### config.mk
export PLATFORM = sky130hd
export DESIGN_NAME = padding_delay_parser_flat
export DESIGN_NICKNAME = d
export VERILOG_FILES = /design/src/hw/rtl/pdp_pkg.sv /design/src/hw/rtl/pdp_in_if.sv /design/src/hw/rtl/pdp_out_if.sv /design/src/hw/rtl/pdp_ctrl.sv /design/src/hw/rtl/pdp_dpath.sv /design/src/hw/rtl/padding_delay_parser.sv /design/src/flat_wrapper.sv
export SDC_FILE = /design/constraint.sdc
export NUM_CORES = 1
export LEC_CHECK = 0
export BUFFER_PORTS_ARGS = -buffer_cell sky130_fd_sc_hd__buf_2
export CORE_ASPECT_RATIO = 0.7
export CORE_MARGIN = 8
export CORE_UTILIZATION = 46
export CTS_CLUSTER_SIZE = 28
export DETAILED_ROUTE_END_ITERATION = 12
export HOLD_SLACK_MARGIN = 0.1
export PLACE_DENSITY_LB_ADDON = 0.25
export SKIP_CTS_REPAIR_TIMING = 1
export SYNTH_ARGS = -nofsm -noshare
export SYNTH_HDL_FRONTEND = slang
export SYNTH_HIERARCHICAL = 1
export SYNTH_SLANG_ARGS = --single-unit
### constraint.sdc
create_clock -name i_clk -period 8.8 [get_ports i_clk]
set_input_delay 2.2 -clock i_clk [delete_from_list [all_inputs] [get_ports i_clk]]
set_output_delay 2.2 -clock i_clk [all_outputs]
set_load 0.005 [all_outputs]
### src/hw/rtl/pdp_pkg.sv
// shared types, constants and tables of the padding delay parser
package pdp_pkg;

    localparam int VALUE_BITS_DEF = 24;
    localparam int COUNT_BITS_DEF = 10;

    localparam int CHAR_W  = 8;
    localparam int CNT_W   = 10;
    localparam int TOTAL_W = 32;
    localparam int FRAC_W  = 4;
    localparam int DIV_W   = 50;

    localparam logic [FRAC_W-1:0] FRAC_MAX = 4'd15;

    localparam logic [CHAR_W-1:0] CH_DOLLAR = 8'h24;
    localparam logic [CHAR_W-1:0] CH_LT     = 8'h3C;
    localparam logic [CHAR_W-1:0] CH_POINT  = 8'h2E;
    localparam logic [CHAR_W-1:0] CH_STAR   = 8'h2A;
    localparam logic [CHAR_W-1:0] CH_GT     = 8'h3E;
    localparam logic [CHAR_W-1:0] CH_ZERO   = 8'h30;
    localparam logic [CHAR_W-1:0] CH_NINE   = 8'h39;
    localparam int                RADIX     = 10;

    typedef enum logic [1:0] {
        MODE_TEXT   = 2'd0,
        MODE_DOLLAR = 2'd1,
        MODE_MARK   = 2'd2
    } t_mode;

    typedef enum logic [2:0] {
        ST_IDLE,
        ST_MUL,
        ST_DIV,
        ST_ADD,
        ST_EMIT
    } t_state;

    typedef struct packed {
        logic accept;
        logic mul;
        logic div_start;
        logic div_step;
        logic add;
        logic emit;
    } t_dp_cmd;

    typedef struct packed {
        logic term_req;
        logic last;
        logic need_div;
        logic div_done;
        logic out_free;
    } t_dp_status;

    function automatic logic [DIV_W-1:0] pow10(input logic [FRAC_W-1:0] idx);
        logic [DIV_W-1:0] res;
        unique case (idx)
            4'd0:    res = 50'd1;
            4'd1:    res = 50'd10;
            4'd2:    res = 50'd100;
            4'd3:    res = 50'd1000;
            4'd4:    res = 50'd10000;
            4'd5:    res = 50'd100000;
            4'd6:    res = 50'd1000000;
            4'd7:    res = 50'd10000000;
            4'd8:    res = 50'd100000000;
            4'd9:    res = 50'd1000000000;
            4'd10:   res = 50'd10000000000;
            4'd11:   res = 50'd100000000000;
            4'd12:   res = 50'd1000000000000;
            4'd13:   res = 50'd10000000000000;
            4'd14:   res = 50'd100000000000000;
            default: res = 50'd1000000000000000;
        endcase
        return res;
    endfunction

endpackage

### src/hw/rtl/pdp_in_if.sv
// input channel: one string byte per beat
interface pdp_in_if;
    logic                           valid;
    logic                           ready;
    logic [pdp_pkg::CHAR_W-1:0]     char_in;
    logic [pdp_pkg::CNT_W-1:0]      affected_count;
    logic                           last_char;

    modport source (output valid, char_in, affected_count, last_char, input ready);
    modport sink   (input valid, char_in, affected_count, last_char, output ready);
endinterface

### src/hw/rtl/pdp_out_if.sv
// output channel: one total delay per beat
interface pdp_out_if;
    logic                           valid;
    logic                           ready;
    logic [pdp_pkg::TOTAL_W-1:0]    total_delay;
    logic                           saturated;

    modport source (output valid, total_delay, saturated, input ready);
    modport sink   (input valid, total_delay, saturated, output ready);
endinterface

### src/hw/rtl/pdp_ctrl.sv
// controller state machine of the padding delay parser
module pdp_ctrl (
    input  logic                i_clk,
    input  logic                i_rst_n,
    input  logic                i_in_valid,
    output logic                o_in_ready,
    input  pdp_pkg::t_dp_status i_status,
    output pdp_pkg::t_dp_cmd    o_cmd
);

    pdp_pkg::t_state r_state, n_state;
    logic            r_last, n_last;

    always_ff @(posedge i_clk) begin
        if (!i_rst_n) begin
            r_state <= pdp_pkg::ST_IDLE;
            r_last  <= 1'b0;
        end else begin
            r_state <= n_state;
            r_last  <= n_last;
        end
    end

    always_comb begin
        n_state    = r_state;
        n_last     = r_last;
        o_in_ready = 1'b0;
        o_cmd      = '0;
        unique case (r_state)
            pdp_pkg::ST_IDLE: begin
                o_in_ready = 1'b1;
                if (i_in_valid) begin
                    o_cmd.accept = 1'b1;
                    n_last       = i_status.last;
                    if (i_status.term_req) begin
                        n_state = pdp_pkg::ST_MUL;
                    end else if (i_status.last) begin
                        n_state = pdp_pkg::ST_EMIT;
                    end
                end
            end
            pdp_pkg::ST_MUL: begin
                o_cmd.mul = 1'b1;
                if (i_status.need_div) begin
                    o_cmd.div_start = 1'b1;
                    n_state         = pdp_pkg::ST_DIV;
                end else begin
                    n_state = pdp_pkg::ST_ADD;
                end
            end
            pdp_pkg::ST_DIV: begin
                if (i_status.div_done) begin
                    n_state = pdp_pkg::ST_ADD;
                end else begin
                    o_cmd.div_step = 1'b1;
                end
            end
            pdp_pkg::ST_ADD: begin
                o_cmd.add = 1'b1;
                n_state   = r_last ? pdp_pkg::ST_EMIT : pdp_pkg::ST_IDLE;
            end
            pdp_pkg::ST_EMIT: begin
                if (i_status.out_free) begin
                    o_cmd.emit = 1'b1;
                    n_state    = pdp_pkg::ST_IDLE;
                end
            end
            default: begin
                n_state = pdp_pkg::ST_IDLE;
            end
        endcase
    end

endmodule

### src/hw/rtl/pdp_dpath.sv
// datapath: parser registers, term multiplier, serial divider, total and output register
module pdp_dpath #(
    parameter int VALUE_BITS = pdp_pkg::VALUE_BITS_DEF,
    parameter int COUNT_BITS = pdp_pkg::COUNT_BITS_DEF
) (
    input  logic                         i_clk,
    input  logic                         i_rst_n,
    input  pdp_pkg::t_dp_cmd             i_cmd,
    output pdp_pkg::t_dp_status          o_status,
    input  logic [pdp_pkg::CHAR_W-1:0]   i_char,
    input  logic [pdp_pkg::CNT_W-1:0]    i_count,
    input  logic                         i_last,
    output logic                         o_out_valid,
    input  logic                         i_out_ready,
    output logic [pdp_pkg::TOTAL_W-1:0]  o_total,
    output logic                         o_sat
);

    localparam int PROD_W = VALUE_BITS + COUNT_BITS;
    localparam int SUM_W  = ((PROD_W > pdp_pkg::TOTAL_W) ? PROD_W : pdp_pkg::TOTAL_W) + 1;
    localparam int ITER_W = $clog2(PROD_W + 1);
    localparam int WIDE_W = 17;
    localparam int DIV_W  = pdp_pkg::DIV_W;
    localparam int FRAC_W = pdp_pkg::FRAC_W;

    localparam logic [WIDE_W-1:0] CNT_LIMIT = WIDE_W'((1 << COUNT_BITS) - 1);

    // parser state
    pdp_pkg::t_mode              r_mode, n_mode, p_mode;
    logic [VALUE_BITS-1:0]       r_value, n_value, p_value;
    logic                        r_point, n_point, p_point;
    logic [FRAC_W-1:0]           r_frac, n_frac, p_frac;
    logic [COUNT_BITS-1:0]       r_mult, n_mult, p_mult;
    logic [pdp_pkg::TOTAL_W-1:0] r_total, n_total;
    logic                        r_ovf, n_ovf, p_ovf;

    // term arithmetic
    logic [PROD_W-1:0]           r_prod, n_prod;
    logic [DIV_W-1:0]            r_rem, n_rem;
    logic [ITER_W-1:0]           r_iter, n_iter;

    // output register
    logic                        r_out_valid, n_out_valid;
    logic [pdp_pkg::TOTAL_W-1:0] r_out_total, n_out_total;
    logic                        r_out_sat, n_out_sat;

    logic [VALUE_BITS+3:0]       digit_acc;
    logic [WIDE_W-1:0]           cnt_wide;
    logic [DIV_W:0]              rem_sh;
    logic [DIV_W:0]              divisor;
    logic                        q_bit;
    logic [SUM_W-1:0]            sum;
    logic                        is_digit;

    // one byte of the parser
    always_comb begin
        p_mode    = r_mode;
        p_value   = r_value;
        p_point   = r_point;
        p_frac    = r_frac;
        p_mult    = r_mult;
        p_ovf     = r_ovf;
        is_digit  = (i_char >= pdp_pkg::CH_ZERO) && (i_char <= pdp_pkg::CH_NINE);
        digit_acc = ((VALUE_BITS+4)'(r_value) << 3) + ((VALUE_BITS+4)'(r_value) << 1)
                  + (VALUE_BITS+4)'(i_char[3:0]);
        cnt_wide  = WIDE_W'(i_count);
        case (r_mode)
            pdp_pkg::MODE_MARK: begin
                if (is_digit) begin
                    if (|digit_acc[VALUE_BITS+3:VALUE_BITS]) begin
                        p_value = {VALUE_BITS{1'b1}};
                        p_ovf   = 1'b1;
                    end else begin
                        p_value = digit_acc[VALUE_BITS-1:0];
                    end
                    if (r_point) begin
                        if (r_frac < pdp_pkg::FRAC_MAX) begin
                            p_frac = r_frac + 1'b1;
                        end else begin
                            p_ovf = 1'b1;
                        end
                    end
                end else if (i_char == pdp_pkg::CH_POINT) begin
                    p_point = 1'b1;
                    p_frac  = '0;
                end else if (i_char == pdp_pkg::CH_STAR) begin
                    p_mult = COUNT_BITS'((cnt_wide > CNT_LIMIT) ? CNT_LIMIT : cnt_wide);
                end else if (i_char == pdp_pkg::CH_GT) begin
                    p_mode = pdp_pkg::MODE_TEXT;
                end
            end
            pdp_pkg::MODE_DOLLAR: begin
                if (i_char == pdp_pkg::CH_LT) begin
                    p_mode  = pdp_pkg::MODE_MARK;
                    p_value = '0;
                    p_point = 1'b0;
                    p_frac  = '0;
                    p_mult  = COUNT_BITS'(1);
                end else if (i_char != pdp_pkg::CH_DOLLAR) begin
                    p_mode = pdp_pkg::MODE_TEXT;
                end
            end
            default: begin
                p_mode = (i_char == pdp_pkg::CH_DOLLAR) ? pdp_pkg::MODE_DOLLAR
                                                        : pdp_pkg::MODE_TEXT;
            end
        endcase
    end

    // restoring divider step and saturating add
    always_comb begin
        divisor = (DIV_W+1)'(pdp_pkg::pow10(r_frac));
        rem_sh  = {r_rem, r_prod[PROD_W-1]};
        q_bit   = (rem_sh >= divisor);
        sum     = SUM_W'(r_total) + SUM_W'(r_prod);
    end

    always_comb begin
        n_mode      = r_mode;
        n_value     = r_value;
        n_point     = r_point;
        n_frac      = r_frac;
        n_mult      = r_mult;
        n_total     = r_total;
        n_ovf       = r_ovf;
        n_prod      = r_prod;
        n_rem       = r_rem;
        n_iter      = r_iter;
        n_out_total = r_out_total;
        n_out_sat   = r_out_sat;
        n_out_valid = r_out_valid && !i_out_ready;

        if (i_cmd.accept) begin
            n_mode  = p_mode;
            n_value = p_value;
            n_point = p_point;
            n_frac  = p_frac;
            n_mult  = p_mult;
            n_ovf   = p_ovf;
        end
        if (i_cmd.mul) begin
            n_prod = PROD_W'(r_value) * PROD_W'(r_mult);
        end
        if (i_cmd.div_start) begin
            n_rem  = '0;
            n_iter = ITER_W'(PROD_W);
        end
        if (i_cmd.div_step) begin
            n_rem  = q_bit ? DIV_W'(rem_sh - divisor) : rem_sh[DIV_W-1:0];
            n_prod = {r_prod[PROD_W-2:0], q_bit};
            n_iter = r_iter - 1'b1;
        end
        if (i_cmd.add) begin
            if (|sum[SUM_W-1:pdp_pkg::TOTAL_W]) begin
                n_total = {pdp_pkg::TOTAL_W{1'b1}};
                n_ovf   = 1'b1;
            end else begin
                n_total = sum[pdp_pkg::TOTAL_W-1:0];
            end
        end
        if (i_cmd.emit) begin
            n_out_valid = 1'b1;
            n_out_total = r_total;
            n_out_sat   = r_ovf;
            n_mode      = pdp_pkg::MODE_TEXT;
            n_value     = '0;
            n_point     = 1'b0;
            n_frac      = '0;
            n_mult      = COUNT_BITS'(1);
            n_total     = '0;
            n_ovf       = 1'b0;
        end
    end

    always_ff @(posedge i_clk) begin
        if (!i_rst_n) begin
            r_mode      <= pdp_pkg::MODE_TEXT;
            r_value     <= '0;
            r_point     <= 1'b0;
            r_frac      <= '0;
            r_mult      <= COUNT_BITS'(1);
            r_total     <= '0;
            r_ovf       <= 1'b0;
            r_iter      <= '0;
            r_out_valid <= 1'b0;
        end else begin
            r_mode      <= n_mode;
            r_value     <= n_value;
            r_point     <= n_point;
            r_frac      <= n_frac;
            r_mult      <= n_mult;
            r_total     <= n_total;
            r_ovf       <= n_ovf;
            r_iter      <= n_iter;
            r_out_valid <= n_out_valid;
        end
    end

    always_ff @(posedge i_clk) begin
        r_prod      <= n_prod;
        r_rem       <= n_rem;
        r_out_total <= n_out_total;
        r_out_sat   <= n_out_sat;
    end

    assign o_status.term_req = ((r_mode == pdp_pkg::MODE_MARK) && (i_char == pdp_pkg::CH_GT))
                             || (i_last && (p_mode == pdp_pkg::MODE_MARK));
    assign o_status.last     = i_last;
    assign o_status.need_div = r_point && (r_frac != '0);
    assign o_status.div_done = (r_iter == '0);
    assign o_status.out_free = !r_out_valid || i_out_ready;

    assign o_out_valid = r_out_valid;
    assign o_total     = r_out_total;
    assign o_sat       = r_out_sat;

endmodule

### src/hw/rtl/padding_delay_parser.sv
// top level of the padding delay parser: sums the delay of "$<...>" markers in a string
//
// usage: i_in carries one byte of a capability string per beat with its affected
// count and a last-byte flag; o_out carries one beat per string with the summed
// delay in milliseconds and a saturation flag.
// flow: a new plain byte is accepted every clock while the controller is idle. a byte
// that closes a marker ('>' or the last byte inside one) then goes through multiply
// and add; with fraction digits the serial divider runs between the two (one
// quotient bit per cycle). the last byte then loads the result into o_out, waiting
// while o_out still holds an untaken result.
// o_out is a register: the next string is accepted while a result waits; only a
// second result blocks input until the first is taken.
// reset: synchronous, active low; clears the parser to plain text mode, the
// total to zero, the multiplier to one and drops any pending result.
module padding_delay_parser #(
    parameter int VALUE_BITS = pdp_pkg::VALUE_BITS_DEF,
    parameter int COUNT_BITS = pdp_pkg::COUNT_BITS_DEF
) (
    input  logic     i_clk,
    input  logic     i_rst_n,
    pdp_in_if.sink   i_in,
    pdp_out_if.source o_out
);

    // command and status between controller and datapath
    pdp_pkg::t_dp_cmd    cmd;
    pdp_pkg::t_dp_status status;

    // sequencer: accept, multiply, divide, add, emit
    pdp_ctrl u_ctrl (
        .i_clk      (i_clk),
        .i_rst_n    (i_rst_n),
        .i_in_valid (i_in.valid),
        .o_in_ready (i_in.ready),
        .i_status   (status),
        .o_cmd      (cmd)
    );

    // parser registers, term arithmetic and output beat register
    pdp_dpath #(
        .VALUE_BITS (VALUE_BITS),
        .COUNT_BITS (COUNT_BITS)
    ) u_dpath (
        .i_clk       (i_clk),
        .i_rst_n     (i_rst_n),
        .i_cmd       (cmd),
        .o_status    (status),
        .i_char      (i_in.char_in),
        .i_count     (i_in.affected_count),
        .i_last      (i_in.last_char),
        .o_out_valid (o_out.valid),
        .i_out_ready (o_out.ready),
        .o_total     (o_out.total_delay),
        .o_sat       (o_out.saturated)
    );

endmodule

### src/flat_wrapper.sv
// flat-port wrapper written by rule: the top's interface ports become plain ports
module padding_delay_parser_flat 
#(
    parameter int VALUE_BITS = pdp_pkg::VALUE_BITS_DEF,
    parameter int COUNT_BITS = pdp_pkg::COUNT_BITS_DEF
)
  (i_clk, i_rst_n, i_in_valid, i_in_char_in, i_in_affected_count, i_in_last_char, i_in_ready, o_out_valid, o_out_total_delay, o_out_saturated, o_out_ready);
  pdp_in_if i_in_i ();
  pdp_out_if o_out_i ();
  input  logic i_clk;
  input  logic i_rst_n;
  input wire logic [$bits(i_in_i.valid)-1:0] i_in_valid;
  input wire logic [$bits(i_in_i.char_in)-1:0] i_in_char_in;
  input wire logic [$bits(i_in_i.affected_count)-1:0] i_in_affected_count;
  input wire logic [$bits(i_in_i.last_char)-1:0] i_in_last_char;
  output wire logic [$bits(i_in_i.ready)-1:0] i_in_ready;
  output wire logic [$bits(o_out_i.valid)-1:0] o_out_valid;
  output wire logic [$bits(o_out_i.total_delay)-1:0] o_out_total_delay;
  output wire logic [$bits(o_out_i.saturated)-1:0] o_out_saturated;
  input wire logic [$bits(o_out_i.ready)-1:0] o_out_ready;
  assign i_in_i.valid = i_in_valid;
  assign i_in_i.char_in = i_in_char_in;
  assign i_in_i.affected_count = i_in_affected_count;
  assign i_in_i.last_char = i_in_last_char;
  assign i_in_ready = i_in_i.ready;
  assign o_out_valid = o_out_i.valid;
  assign o_out_total_delay = o_out_i.total_delay;
  assign o_out_saturated = o_out_i.saturated;
  assign o_out_i.ready = o_out_ready;
  padding_delay_parser #(.VALUE_BITS(VALUE_BITS), .COUNT_BITS(COUNT_BITS)) u_core (.i_clk(i_clk), .i_rst_n(i_rst_n), .i_in(i_in_i), .o_out(o_out_i));
endmodule
After elaboration in Yosys (flattened, before gate mapping):

Memory sizes are Yosys's and may differ from the RTL's. A register that Yosys moved wholly into a read port is not among the register bits.
Index checks and enable logic that the tools add are counted.
Widths: inputs -> output; s select.

* register bits: 202
* memory bits (read-only): 784
* bits of input ports: 23
* output and inout bits: 35
* word-level logic and storage cells: 142
* memories kept: 1

* add/subtract/negate cells: 6
* multiply operators: 1
* magnitude comparators: 4
* eq/ne operators: 26
* multiplexer cells: 64
* bitwise logic cells: 1
* reduce and logical (&&, ||, !) cells: 24

Memories
* (no name shown): words 16, bits a word 49, read ports 1, clocked after memory_dff 1, wr ports 0, line pdp_pkg.sv:57 `unique case (idx)`

Operators by type and width (count)
* $mux 50: 3
* $mux 24: 3
* $mux 34: 2
* $ge 51x50->1: 1
* $sub 50x50->50: 1
* $pmux 24 s2: 1
* $eq 8x6->1 const B: 5
* $mux 10: 4
* $add 32x34->35: 1
* $mul 24x10->34: 1
* $mux 32: 1
* $add 27x25->28: 1
* $add 28x4->28: 1
* $mux 4: 7
* $mux 1: 23
* $pmux 10 s2: 1
* $mux 3: 6
* $pmux 3 s5: 1
* $mux 2: 7
* $ne 2x2->1 const B: 7
* $mux 6: 2
* $reduce_and 6->1: 2
* $ne 3x3->1 const B: 3
* $ge 8x6->1 const B: 1
* other kinds (29): 41

Longest topological paths before layout:

* word-level depth: 12
* gate-level depth with buffers: 24
* mapped depth without buffers: 21

Cells and area by module:

The synthesis kept the hierarchy.

By module, submodules not included
* pdp_dpath: instances 1, cells an instance 2625, area each 23206.0 sq um, sequential area each 5995.8 sq um
* pdp_ctrl: instances 1, cells an instance 31, area each 310.3 sq um, sequential area each 80.1 sq um

Least setup slack after synthesis:

OpenSTA, ideal clock, no wires.

* kind: reg-to-reg
* start: register u_core.u_dpath.r_mult[3]
* end: register u_core.u_dpath.r_prod[32], data pin
* setup time: 0.267 ns
* arrival time: 5.671 ns
* required time: 8.533 ns
* setup slack: 2.863 ns
* stages on the path, launching flop included: 22
* path buffers: 2
* period minus slack after synthesis: 5.937 ns
* cell sequence: dfxtp_1 clkbuf_1 clkbuf_1 nand2_1 fa_1 inv_1 fa_1 fa_1 fa_1 inv_1 fa_1 inv_1 ha_1 o21a_1 o21ai_0 a22oi_1 a41oi_1 o31ai_1 a2111oi_0 o21ai_0 xnor2_1 o21ai_0

* cells in the longest elaborated chain, start to end: 3

Ends and longest elaborated chain
* start, declared: line pdp_dpath.sv:33 `logic [COUNT_BITS-1:0] r_mult, n_mult, p_mult;`
* start signal, assigned: line pdp_dpath.sv:191 `r_mult <= n_mult;`
* $mul 24x10->34: line pdp_dpath.sv:142 `n_prod = PROD_W'(r_value) * PROD_W'(r_mult);`
* $mux 34: line pdp_dpath.sv:141 `if (i_cmd.mul) begin`
* $mux 34: line pdp_dpath.sv:148 `if (i_cmd.div_step) begin`
* net u_core.u_dpath.n_prod[32]: line pdp_dpath.sv:38 `logic [PROD_W-1:0] r_prod, n_prod;`
* end signal, assigned: line pdp_dpath.sv:200 `r_prod <= n_prod;`
* end, declared: line pdp_dpath.sv:38

The timed path passes the listed nets, and every way through them passes these cells. The select of a mux whose other input is x is not followed.
A chain may end at the register's enable or synchronous reset.

Worst setup path after layout:

Same ends and word-level chain as after synthesis.

==> results by group <==
Outcome
  • Status: completed

Setup path
  • CP Max Fanout: 25
  • Crit-path most repeated cell: fa_1
  • Crit path required time: 9.10 ns
  • Crit path launch type: flip-flop
  • Kind of cell adding the most delay to the critical path: adder cells
  • Critical path arrival: 7.05 ns
  • CP Capture Type: flip-flop
  • Setup CP Type: flip-flop to flip-flop
  • Slowest CP cell: dfxtp_1
  • Worst path cell trace: nand2_1 -> fa_1 -> inv_1 -> fa_1 -> fa_1 -> fa_1 -> inv_1 -> fa_1 -> inv_1 -> ha_1 -> o21a_1 -> o21ai_0 -> a22oi_1 -> a41oi_1 -> o31ai_1 -> a2111oi_0 -> o21ai_0 -> xnor2_1 -> o21ai_0
  • CP bufs+invs: 3
  • Crit-path max cell delay: 0.92 ns

CTS
  • CTS tree: built
  • Clock latency on the worst-skew pair: 0.58 ns
  • CTS Buffer Depth: 3
  • H-tree levels: 1
  • CTS buffer count: 28
  • CTS root buf: clkbuf_16
  • Clk slew on worst S/H paths: 0.06 ns
  • # clock sinks: 245

Final layout
  • Area Overhead vs Synth: 6.831%
  • Final core utilization: 49.66%
  • Fin nets: 3047
  • Storage cell area: 6076 sq um
  • Layout cells sized above 1: 6.142%
  • Commonest non-fill, non-tap cell in the layout: nand2_1
  • Most frequent cells in the layout: nand2_1 (305), inv_1 (263), ha_1 (214)
  • Area of the multi-input gates: 15940 sq um
  • Filler Cells Inserted: 4844

Route
  • DRC: 0
  • Top layer in use: met4
  • Wire length on met2: 23.52 mm
  • DR WL/cell: 18.53 um
  • Routed length on met1: 32.05 mm
  • Vias: 19191
  • Final ANT Viol Nets: 0
  • Via density: 5.765
  • Met3 WL post-DR: 5.214 mm
  • 1st-pass router iterations: 6
  • WL final: 61.69 mm
  • Starting DRT DRC Count: 1859

Power
  • Reg power frac: 50.8%
  • Combinational power share: 2.1%
  • P_int: 0.001829 W
  • PwrDens: 93.97 nW/um^2
  • Clock group share of total power: 47.1%
  • Switching portion of total power: 22.50%
  • Pleak: 11.16 nW
  • Maximum vdd drop: 0.1559 mV
  • Psw: 0.0005312 W

Timing
  • Unrepaired setup endpoints after global routing: false
  • Tmin final: 6.753 ns
  • Fmax: 148.1 MHz
  • Least-Margin Pin Slew: 1.233 ns
  • Final hold vios: 0
  • Setup Viol. Count Final: 0
  • Max_slew headroom: 17.12%
  • Fin crit share: 76.74%
  • Final Max Tran Viols: 0
  • TNS Setup: 0 ns
  • Final setup margin: 2.047 ns
  • Layout Skew: 0.02232 ns

Hold path
  • Worst hold-check path type: flip-flop to flip-flop

Placed design
  • DP Wirelength: 47.22 mm
  • IO Port Bufs: 57
  • Pre-CTS setup slack: 2.018 ns
  • RD Place Congestion: 0.9331

GRT
  • First-pass GRT wire length: 100.3 mm
  • Tot GR Track Use: 20.57%
  • Vias in the first global route: 18409
  • Largest net degree at the start of global routing: 87
  • Initial antenna violation count: 1
  • Grt total ovfl: 0

Floorplanning
  • Die area: 58730 sq um
  • Row count: 69
  • I/O pin cnt: 58
  • Starting density of the core: 46.48%
  • Die W: 286.2 um
  • Core Area: 50590 sq um
  • Die Ht: 205.2 um

Logic synthesis
  • Yosys Warn Count: 6
  • Syn avg cell area: 8.854 sq um
  • Synth area leader: fa_1
  • Syn_nets: 3071
  • Main synth FF type: dfxtp_1
  • Post-synthesis cell area: 23520 sq um
  • Mapped Cells: 2656
  • Post-synth cell types: 89
  • Ys async rst share: 0%
  • Sequential-to-total area share from yosys stat: 25.84%
  • EDFF count, synth: 117
  • Area contributors post-synth: fa_1 (15%), edfxtp_1 (15%), ha_1 (11%), dfxtp_1 (11%), nand2_1 (4.9%)
  • Synth Register Bits: 245
  • Synth top area share: 15.15%

Job
  • Max cap viols: 0
[flip-flops by register name, indices dropped and copies added, names as in the netlist, 2 cells and up]
register,flops
u_core/u_dpath/divisor,43
u_core/u_dpath/r_iter,6
u_core/u_dpath/r_mult,10
u_core/u_dpath/r_total,32
u_core/u_dpath/r_mode,2
u_core/u_dpath/o_total,32
u_core/u_dpath/r_frac,4
u_core/u_dpath/r_rem,50
u_core/u_ctrl/r_state,3
u_core/u_dpath/r_prod,34
u_core/u_dpath/r_value,24
[layout make-up]
class / count / area share, %
Clock buffer: 36 / 3.033
Timing Repair Buffer: 71 / 1.554
Sequential cell: 245 / 24.18
Antenna cell: 1 / 0.009961
Clock inverter: 16 / 0.4731
Tap cell: 674 / 3.357
Inverter: 265 / 3.959
Multi-Input combinational cell: 2021 / 63.43
[cells by family (layout without fill, tap and decap cells)]
group	after synthesis	count (layout)	synth area share, %
multiplexers	15	15	0.6704
AND/OR/NAND/NOR	790	790	16.51
adder cells (fa/ha/maj)	392	392	26.54
buffers and inverters	390	388	6.486
AO/OA/AOI/OAI	719	719	20.05
flip-flops	245	245	25.84
XOR/XNOR	105	105	3.911
other	0	1	0
[cells in the mapped netlist, types with 10 or more instances]
library cell and instances:
nand2_1 305, inv_1 263, ha_1 214, a21oi_1 184, fa_1 178, o21ai_0 164
and2_1 136, nor2_1 132, dfxtp_1 128, edfxtp_1 117, clkbuf_1 108, a21o_1 72
xnor2_1 64, xor2_1 41, a31oi_1 35, nand3_1 34, nor3_1 30, o21bai_1 30
o21a_1 29, nand4_1 26, a211oi_1 24, and3_1 23, nand2b_1 23, a22oi_1 19
nor2b_1 15, o31ai_1 15, a211oi_2 14, nor3b_1 14, or3_1 14, o211ai_1 12
a21boi_0 11, a311oi_1 10
[metrics by stage]
stage               cell area (sq um)  cells  hold slack, ns  power, W
CTS                             25120   3328          0.4556  0.002386
detailed placement              24240   3276          0.4487  0.001274
floorplan                       23520   2656          0.4093  0.001247
global route                    25120   3329          0.4673  0.002435
finish                          25120   3329          0.4545  0.002361
global placement                24240   3276          0.4425  0.001273
[path summary, 6_finish.rpt]
path,depth (start not counted),end,startpoint,slack (ns)
min,2,u_core/u_dpath/r_iter[3],u_core/u_dpath/r_iter[3],0.45
max,19,u_core/u_dpath/r_prod[32],u_core/u_dpath/r_mult[3],2.05
min reg2reg,2,u_core/u_dpath/r_iter[3],u_core/u_dpath/r_iter[3],0.45
max reg2reg,19,u_core/u_dpath/r_prod[32],u_core/u_dpath/r_mult[3],2.05
[routing by layer]
metal	track usage [%]	up-vias
li1	-	9187
met1	32.94	9233
met2	28.31	705
met3	3.950	66
met4	3.461	0
met5	0	-
[worst register-to-register path, cell delays in order, from the launching register on]
cell and delay [ns]:
dfxtp_1 0.92, nand2_1 0.18, fa_1 0.57, inv_1 0.06
fa_1 0.55, fa_1 0.45, fa_1 0.55, inv_1 0.06
fa_1 0.53, inv_1 0.04, ha_1 0.33, o21a_1 0.21
o21ai_0 0.26, a22oi_1 0.16, a41oi_1 0.37, o31ai_1 0.19
a2111oi_0 0.61, o21ai_0 0.20, xnor2_1 0.17, o21ai_0 0.08
[power groups by stage]
| stage | Combinational (W) | Clock (W) | Sequential (W) |
|---|---|---|---|
| after CTS | 0.0000507 | 0.00114 | 0.00120 |
| after detailed placement | 0.0000506 | 0 | 0.00122 |
| final | 0.0000504 | 0.00111 | 0.00120 |
| after floorplan | 0.0000245 | 0 | 0.00122 |
| after global placement | 0.0000499 | 0 | 0.00122 |
| after global routing | 0.0000551 | 0.00118 | 0.00120 |
Note: power is estimated with default switching activity, not from simulation.
